**config.mk**
```make
export PLATFORM = sky130hd
export DESIGN_NAME = aes_key_expand
export DESIGN_NICKNAME = d
export VERILOG_FILES = /design/src/design/aes_block_cipher_core_macros.svh /design/src/design/aes_pkg.sv /design/src/design/aes_key_expand.sv
export SDC_FILE = /design/constraint.sdc
export NUM_CORES = 2
export LEC_CHECK = 0
export BUFFER_PORTS_ARGS = -buffer_cell sky130_fd_sc_hd__buf_2
export CELL_PAD_IN_SITES_DETAIL_PLACEMENT = 1
export CELL_PAD_IN_SITES_GLOBAL_PLACEMENT = 2
export CORE_MARGIN = 1
export CORE_UTILIZATION = 30
export CTS_CLUSTER_SIZE = 24
export DETAILED_ROUTE_END_ITERATION = 10
export PLACE_DENSITY_LB_ADDON = 0.1
export SLEW_MARGIN = 20
export SYNTH_ARGS = -nofsm -noshare
export SYNTH_HDL_FRONTEND = slang
export SYNTH_SLANG_ARGS = --single-unit
```
**constraint.sdc**
```tcl
create_clock -name aclk -period 15.6 [get_ports aclk]
set_input_delay 4.68 -clock aclk [delete_from_list [all_inputs] [get_ports aclk]]
set_output_delay 4.68 -clock aclk [all_outputs]
set_load 0.005 [all_outputs]
```
**src/design/aes_block_cipher_core_macros.svh**
```systemverilog
// Assertion macros used by the cipher core module.
`ifndef AES_BLOCK_CIPHER_CORE_MACROS_SVH
`define AES_BLOCK_CIPHER_CORE_MACROS_SVH
// Implication checked at every rising clock edge outside reset.
`define AES_ASSERT_IMPL(label, clk, rstn, cond, prop, msg) \
    label: assert property (@(posedge clk) disable iff (!rstn) (cond) |-> (prop)) \
        else $error(msg);
// Next-cycle implication outside reset.
`define AES_ASSERT_NEXT(label, clk, rstn, cond, prop, msg) \
    label: assert property (@(posedge clk) disable iff (!rstn) (cond) |=> (prop)) \
        else $error(msg);
`endif

```
**src/design/aes_pkg.sv**
```systemverilog
// -----------------------------------------------------------------------------
// AES package
// Shared constants, tables and byte-level functions for the AES core.
// -----------------------------------------------------------------------------
package aes_pkg;

    localparam int RoundKeyWords = 60;
    localparam int RkAddrW = $clog2(RoundKeyWords);

    localparam logic [2:0] CFG_KEY_SIZE = 3'd0;
    localparam logic [2:0] CFG_KEY_W0 = 3'd1;
    localparam logic [2:0] CFG_KEY_W1 = 3'd2;
    localparam logic [2:0] CFG_KEY_W2 = 3'd3;
    localparam logic [2:0] CFG_KEY_W3 = 3'd4;

    localparam logic [1:0] KS_128 = 2'd0;
    localparam logic [1:0] KS_192 = 2'd1;

    localparam logic [7:0] SBOX [256] = '{
        8'h63,8'h7c,8'h77,8'h7b,8'hf2,8'h6b,8'h6f,8'hc5,8'h30,8'h01,8'h67,8'h2b,8'hfe,8'hd7,8'hab,8'h76,
        8'hca,8'h82,8'hc9,8'h7d,8'hfa,8'h59,8'h47,8'hf0,8'had,8'hd4,8'ha2,8'haf,8'h9c,8'ha4,8'h72,8'hc0,
        8'hb7,8'hfd,8'h93,8'h26,8'h36,8'h3f,8'hf7,8'hcc,8'h34,8'ha5,8'he5,8'hf1,8'h71,8'hd8,8'h31,8'h15,
        8'h04,8'hc7,8'h23,8'hc3,8'h18,8'h96,8'h05,8'h9a,8'h07,8'h12,8'h80,8'he2,8'heb,8'h27,8'hb2,8'h75,
        8'h09,8'h83,8'h2c,8'h1a,8'h1b,8'h6e,8'h5a,8'ha0,8'h52,8'h3b,8'hd6,8'hb3,8'h29,8'he3,8'h2f,8'h84,
        8'h53,8'hd1,8'h00,8'hed,8'h20,8'hfc,8'hb1,8'h5b,8'h6a,8'hcb,8'hbe,8'h39,8'h4a,8'h4c,8'h58,8'hcf,
        8'hd0,8'hef,8'haa,8'hfb,8'h43,8'h4d,8'h33,8'h85,8'h45,8'hf9,8'h02,8'h7f,8'h50,8'h3c,8'h9f,8'ha8,
        8'h51,8'ha3,8'h40,8'h8f,8'h92,8'h9d,8'h38,8'hf5,8'hbc,8'hb6,8'hda,8'h21,8'h10,8'hff,8'hf3,8'hd2,
        8'hcd,8'h0c,8'h13,8'hec,8'h5f,8'h97,8'h44,8'h17,8'hc4,8'ha7,8'h7e,8'h3d,8'h64,8'h5d,8'h19,8'h73,
        8'h60,8'h81,8'h4f,8'hdc,8'h22,8'h2a,8'h90,8'h88,8'h46,8'hee,8'hb8,8'h14,8'hde,8'h5e,8'h0b,8'hdb,
        8'he0,8'h32,8'h3a,8'h0a,8'h49,8'h06,8'h24,8'h5c,8'hc2,8'hd3,8'hac,8'h62,8'h91,8'h95,8'he4,8'h79,
        8'he7,8'hc8,8'h37,8'h6d,8'h8d,8'hd5,8'h4e,8'ha9,8'h6c,8'h56,8'hf4,8'hea,8'h65,8'h7a,8'hae,8'h08,
        8'hba,8'h78,8'h25,8'h2e,8'h1c,8'ha6,8'hb4,8'hc6,8'he8,8'hdd,8'h74,8'h1f,8'h4b,8'hbd,8'h8b,8'h8a,
        8'h70,8'h3e,8'hb5,8'h66,8'h48,8'h03,8'hf6,8'h0e,8'h61,8'h35,8'h57,8'hb9,8'h86,8'hc1,8'h1d,8'h9e,
        8'he1,8'hf8,8'h98,8'h11,8'h69,8'hd9,8'h8e,8'h94,8'h9b,8'h1e,8'h87,8'he9,8'hce,8'h55,8'h28,8'hdf,
        8'h8c,8'ha1,8'h89,8'h0d,8'hbf,8'he6,8'h42,8'h68,8'h41,8'h99,8'h2d,8'h0f,8'hb0,8'h54,8'hbb,8'h16
    };

    localparam logic [7:0] ISBOX [256] = '{
        8'h52,8'h09,8'h6a,8'hd5,8'h30,8'h36,8'ha5,8'h38,8'hbf,8'h40,8'ha3,8'h9e,8'h81,8'hf3,8'hd7,8'hfb,
        8'h7c,8'he3,8'h39,8'h82,8'h9b,8'h2f,8'hff,8'h87,8'h34,8'h8e,8'h43,8'h44,8'hc4,8'hde,8'he9,8'hcb,
        8'h54,8'h7b,8'h94,8'h32,8'ha6,8'hc2,8'h23,8'h3d,8'hee,8'h4c,8'h95,8'h0b,8'h42,8'hfa,8'hc3,8'h4e,
        8'h08,8'h2e,8'ha1,8'h66,8'h28,8'hd9,8'h24,8'hb2,8'h76,8'h5b,8'ha2,8'h49,8'h6d,8'h8b,8'hd1,8'h25,
        8'h72,8'hf8,8'hf6,8'h64,8'h86,8'h68,8'h98,8'h16,8'hd4,8'ha4,8'h5c,8'hcc,8'h5d,8'h65,8'hb6,8'h92,
        8'h6c,8'h70,8'h48,8'h50,8'hfd,8'hed,8'hb9,8'hda,8'h5e,8'h15,8'h46,8'h57,8'ha7,8'h8d,8'h9d,8'h84,
        8'h90,8'hd8,8'hab,8'h00,8'h8c,8'hbc,8'hd3,8'h0a,8'hf7,8'he4,8'h58,8'h05,8'hb8,8'hb3,8'h45,8'h06,
        8'hd0,8'h2c,8'h1e,8'h8f,8'hca,8'h3f,8'h0f,8'h02,8'hc1,8'haf,8'hbd,8'h03,8'h01,8'h13,8'h8a,8'h6b,
        8'h3a,8'h91,8'h11,8'h41,8'h4f,8'h67,8'hdc,8'hea,8'h97,8'hf2,8'hcf,8'hce,8'hf0,8'hb4,8'he6,8'h73,
        8'h96,8'hac,8'h74,8'h22,8'he7,8'had,8'h35,8'h85,8'he2,8'hf9,8'h37,8'he8,8'h1c,8'h75,8'hdf,8'h6e,
        8'h47,8'hf1,8'h1a,8'h71,8'h1d,8'h29,8'hc5,8'h89,8'h6f,8'hb7,8'h62,8'h0e,8'haa,8'h18,8'hbe,8'h1b,
        8'hfc,8'h56,8'h3e,8'h4b,8'hc6,8'hd2,8'h79,8'h20,8'h9a,8'hdb,8'hc0,8'hfe,8'h78,8'hcd,8'h5a,8'hf4,
        8'h1f,8'hdd,8'ha8,8'h33,8'h88,8'h07,8'hc7,8'h31,8'hb1,8'h12,8'h10,8'h59,8'h27,8'h80,8'hec,8'h5f,
        8'h60,8'h51,8'h7f,8'ha9,8'h19,8'hb5,8'h4a,8'h0d,8'h2d,8'he5,8'h7a,8'h9f,8'h93,8'hc9,8'h9c,8'hef,
        8'ha0,8'he0,8'h3b,8'h4d,8'hae,8'h2a,8'hf5,8'hb0,8'hc8,8'heb,8'hbb,8'h3c,8'h83,8'h53,8'h99,8'h61,
        8'h17,8'h2b,8'h04,8'h7e,8'hba,8'h77,8'hd6,8'h26,8'he1,8'h69,8'h14,8'h63,8'h55,8'h21,8'h0c,8'h7d
    };

    function automatic logic [7:0] xtime(input logic [7:0] a);
        xtime = {a[6:0], 1'b0} ^ (a[7] ? 8'h1b : 8'h00);
    endfunction

    function automatic logic [31:0] sub_word(input logic [31:0] w);
        sub_word = {SBOX[w[31:24]], SBOX[w[23:16]], SBOX[w[15:8]], SBOX[w[7:0]]};
    endfunction

endpackage

```
**src/design/aes_key_expand.sv**
```systemverilog
// -----------------------------------------------------------------------------
// AES key expansion
// Produces one round-key word per cycle and writes it into the round-key store.
// -----------------------------------------------------------------------------
module aes_key_expand (
    input  logic                     aclk,
    input  logic                     aresetn,
    input  logic                     start,
    input  logic [1:0]               key_size,
    input  logic [255:0]             key,
    output logic                     busy,
    output logic                     wr_en,
    output logic [aes_pkg::RkAddrW-1:0] wr_addr,
    output logic [31:0]              wr_data
);
    import aes_pkg::*;

    logic [3:0]         nk;
    logic [5:0]         total;
    logic [RkAddrW-1:0] idx_reg;
    logic [2:0]         pos_reg;
    logic [7:0]         rcon_reg;
    logic [31:0]        win_reg [8];
    logic               busy_reg;
    logic [31:0]        t;
    logic [31:0]        w_new;

    // Word count of the key and of the full schedule.
    always_comb begin
        unique case (key_size)
            KS_128:  nk = 4'd4;
            KS_192:  nk = 4'd6;
            default: nk = 4'd8;
        endcase
        total = 6'(4 * (int'(nk) + 7));
    end

    // Next schedule word from the sliding window of the last nk words.
    always_comb begin
        t = win_reg[3'(nk - 4'd1)];
        if (pos_reg == 3'd0) begin
            t = sub_word({t[23:0], t[31:24]}) ^ {rcon_reg, 24'h0};
        end else if (nk == 4'd8 && pos_reg == 3'd4) begin
            t = sub_word(t);
        end
        w_new = win_reg[0] ^ t;
    end

    // Sequencer: key words load first, then expanded words.
    always_ff @(posedge aclk) begin
        if (!aresetn) begin
            busy_reg <= 1'b0;
        end else if (start) begin
            busy_reg <= 1'b1;
        end else if (busy_reg && 6'(idx_reg) == total - 6'd1) begin
            busy_reg <= 1'b0;
        end
        if (start) begin
            for (int i = 0; i < 8; i++) begin
                win_reg[i] <= key[255 - 32*i -: 32];
            end
            idx_reg  <= '0;
            pos_reg  <= '0;
            rcon_reg <= 8'h01;
        end else if (busy_reg) begin
            idx_reg <= idx_reg + 1'b1;
            if (6'(idx_reg) >= 6'(nk) - 6'd1) begin
                for (int i = 0; i < 7; i++) begin
                    win_reg[i] <= (3'(i) == 3'(nk - 4'd1)) ? w_new : win_reg[i+1];
                end
                win_reg[7] <= w_new;
                pos_reg <= (pos_reg == 3'(nk - 4'd1)) ? 3'd0 : pos_reg + 3'd1;
                if (pos_reg == 3'd0) begin
                    rcon_reg <= xtime(rcon_reg);
                end
            end
        end
    end

    // Key words go out directly, later words from the generator.
    always_comb begin
        wr_en   = busy_reg;
        wr_addr = idx_reg;
        wr_data = (6'(idx_reg) < 6'(nk)) ? key[255 - 32*int'(idx_reg[2:0]) -: 32]
                                           : win_reg[3'(nk - 4'd1)];
    end
    assign busy = busy_reg;

endmodule

```
==> summary.txt <==
CTS
  – Worst-skew pair later-pin latency: around 0.60 ns
  – Hold Buf Count CTS: 0
  – CTS resizes: 0
  – CTS clk-pin slew, worst paths: ~0.070 ns
  – Clock root buffer: clkbuf_16
  – Clock sink total: approximately 270
  – CTS tree: done
  – Setup bufs post-CTS: 0
  – H-tree depth: 1
  – Total CTS buffers: 29
  – CTS Buffer Depth: 3

STA
  – RSZ-0062 raised after global routing: no
  – Final min period: 12.22 ns
  – Least-Margin Pin Slew: roughly 1.2 ns
  – Clk_skew: 0.0306 ns
  – Final hold violations: 0
  – Tcrit/Tclk final: 78.3%
  – Slew Limit Headroom: a little under a fifth
  – Max frequency: between 80 and 90 MHz
  – Setup Viol. Count Final: 0
  – Setup_tns: 0 ns
  – Fin worst setup slack: around 3.4 ns
  – Final Max Tran Viols: 0
  – Hold_ws: approximately 0.5 ns

Floorplanning
  – I/O pin count: 301
  – Rows: between 100 and 150
  – Die area: between 0.1 and 0.15 mm²
  – Initial Util: between 30% and 40%
  – Die X: approximately 330 µm
  – Total core area: between 0.1 and 0.15 mm²
  – Die Height: 327 µm

Drt
  – Wire per inst: 32.9 µm
  – DR iter-0 viols: 4736
  – Antenna violation net count after detailed routing: 0
  – TritonRoute pass-1 iters: 6
  – Routed vias/inst: around 6.6
  – Vias post-DR: around 36k
  – Post-Route WL: around 180 mm
  – Residual DRC: 0

Critical path
  – Arrival @ worst endpoint: approximately 7.5 ns
  – Reg-to-Reg End: win_reg[7][23]$_DFFE_PP_
  – Worst EP required: 10.92 ns
  – Critical Path Start Type: primary input
  – Crit Reg-Reg Startpoint: win_reg[3][17]$_DFFE_PP_
  – Crit Path Class: primary input to output port
  – Crit. End Element: output port
  – Reg2Reg Setup Slack: 9.34 ns
  – Reg2Reg Depth: 15
  – CP max FO: between 80 and 90

Run status
  – Status: completed

Place
  – DP HPWL: between 100 and 150 mm
  – Worst slack, placed: 3.35 ns
  – RD Place Congestion: 0.957
  – Port bufs: 300

Yosys
  – Cell area after synthesis: roughly 0.032 mm²
  – Sequential-to-total area share from yosys stat: 25.5%
  – FF+latch count, synth: 274
  – Primary FF master, synth: edfxtp_1
  – Post-synthesis cell type count: ~100
  – Mean post-synth cell area: roughly 7.8 µm²
  – Syn. warnings: 0
  – Top-area cell type share of the netlist area: between 20 and 25%
  – Post-synth EDFFs: 256
  – Synth top area cells: edfxtp_1 (24%), nand2_1 (8.4%), mux4_2 (4.6%)
  – Largest area contributor in the netlist: edfxtp_1
  – Async set-reset flop share out of synthesis: 0%
  – Cells after Synth: roughly 4.0k
  – Syn_nets: approximately 4.4k

Finish
  – Fraction of layout cells with a size suffix above 1: 16.6%
  – Final Util: 33.6%
  – Area growth from synthesis to layout: 10.6%
  – Final #Nets: between 4k and 5k
  – Max reg flops: 256

Hold path
  – Hold depth: 2
  – Hold_sp: win_reg[2][17]$_DFFE_PP_
  – Worst hold path class: flip-flop to flip-flop
  – End of the worst hold path: win_reg[1][17]$_DFFE_PP_

Pwr
  – Design Power: about 3.5 mW
  – Peak VDD IR: about 0.000091 V
  – Leakage dissipation: 12.6 nW
  – Power Density: roughly 100 mW/mm²

Global route
  – Largest net degree at the start of global routing: roughly 180
  – Gr ovfl total: 0
  – Global-route wire length before repair: 259 mm
  – Vias in the first global route: between 30k and 40k
  – Initial antenna violation count: 12
  – Global-route usage over all layers: approximately 32%

Job
  – Max-cap violations: 0
==> critical path, cell delays in order <==
cell and delay [ns]:
clkbuf_8 0.50, nand2b_2 0.23, buf_4 0.54, o21a_1 0.18, o21ai_0 0.09, nand2_2 0.06
buf_4 0.57, o21ai_0 0.36, buf_2 0.23
==> cells in the mapped netlist (65+ instances only) <==
cell      number
and3_1        67
a31oi_1       71
nand3_1      149
a211oi_1     109
nor3_1       118
buf_2        159
a21oi_1      248
edfxtp_1     256
o211ai_1     147
mux4_2        65
clkbuf_1     218
mux2i_1      126
nand2_1      706
nor2_1       202
o21ai_0      282
==> metal layers <==
| metal | share of wire (%) | GRT usage [%] | vias up |
|---|---|---|---|
| met1 | 46 | 49.4 | 18273 |
| met5 | 0.041 | 0 | - |
| met4 | 2.6 | 7.48 | 12 |
| met2 | 42 | 47.0 | 2061 |
| met3 | 8.8 | 4.62 | 254 |
| li1 | - | - | 15591 |
==> worst max path at each step <==
stage / startpoint / endpoint / slack (ns) / depth (start not counted)
2_1_floorplan: key_size[0] / win_reg[0][0]$_DFFE_PP_ / 2.27 / 12
3_3_place_gp: key_size[1] / wr_data[16] / 3.34 / 9
3_5_place_dp: key_size[1] / wr_data[16] / 3.35 / 9
4_1_cts: key_size[1] / wr_data[16] / 3.34 / 9
5_1_grt: key_size[1] / wr_data[10] / 3.25 / 9
6_report: key_size[1] / wr_data[16] / 3.38 / 9
==> cell usage in the layout, fill, tap and decap left out, drive strengths merged, types with 48 or more instances in the layout <==
cell and n:
nand2 706, buf 429, o21ai 316, edfxtp 256, a21oi 252, nor2 205
nand3 149, o211ai 149, mux2i 128, nor3 118, a211oi 115, a31oi 71
and3 67, mux4 65, ha 64, mux2 52, inv 48
==> area by class of cell <==
type | count | area (µm²)
Antenna cell | 2 | 5.00
Clock buffer | 40 | 787
Clock inverter | 14 | 148
Fill cell | 12583 | 69000
Inverter | 49 | 184
Multi-Input combinational cell | 3260 | 21500
Sequential cell | 274 | 8060
Tap cell | 1380 | 1730
Timing Repair Buffer | 430 | 2530
==> cell families after synthesis <==
group,after synthesis,synth area share (%)
other,1,0.0119
adder cells (fa/ha/maj),65,2.57
AO/OA/AOI/OAI,1437,31.7
AND/OR/NAND/NOR,1452,20.9
XOR/XNOR,60,1.66
buffers and inverters,500,7.04
flip-flops,274,25.5
multiplexers,245,10.6
==> report_power, final <==
| part | total, mW | leakage, nW | switching, mW | internal [mW] |
|---|---|---|---|---|
| registers | 0.931 | 2.66 | 0.0594 | 0.872 |
| clock network | 0.716 | 0.449 | 0.315 | 0.401 |
| logic | 1.89 | 9.51 | 1.33 | 0.556 |
| total | 3.53 | 12.6 | 1.71 | 1.83 |
==> stage by stage <==
step | area (µm²) | std cells
after floorplan | 31600 | 4034
after global placement | 34000 | 5393
after detailed placement | 34000 | 5393
after CTS | 34900 | 5447
after global routing | 34900 | 5448
final | 34900 | 5449
(Power assumes the default switching activity.)
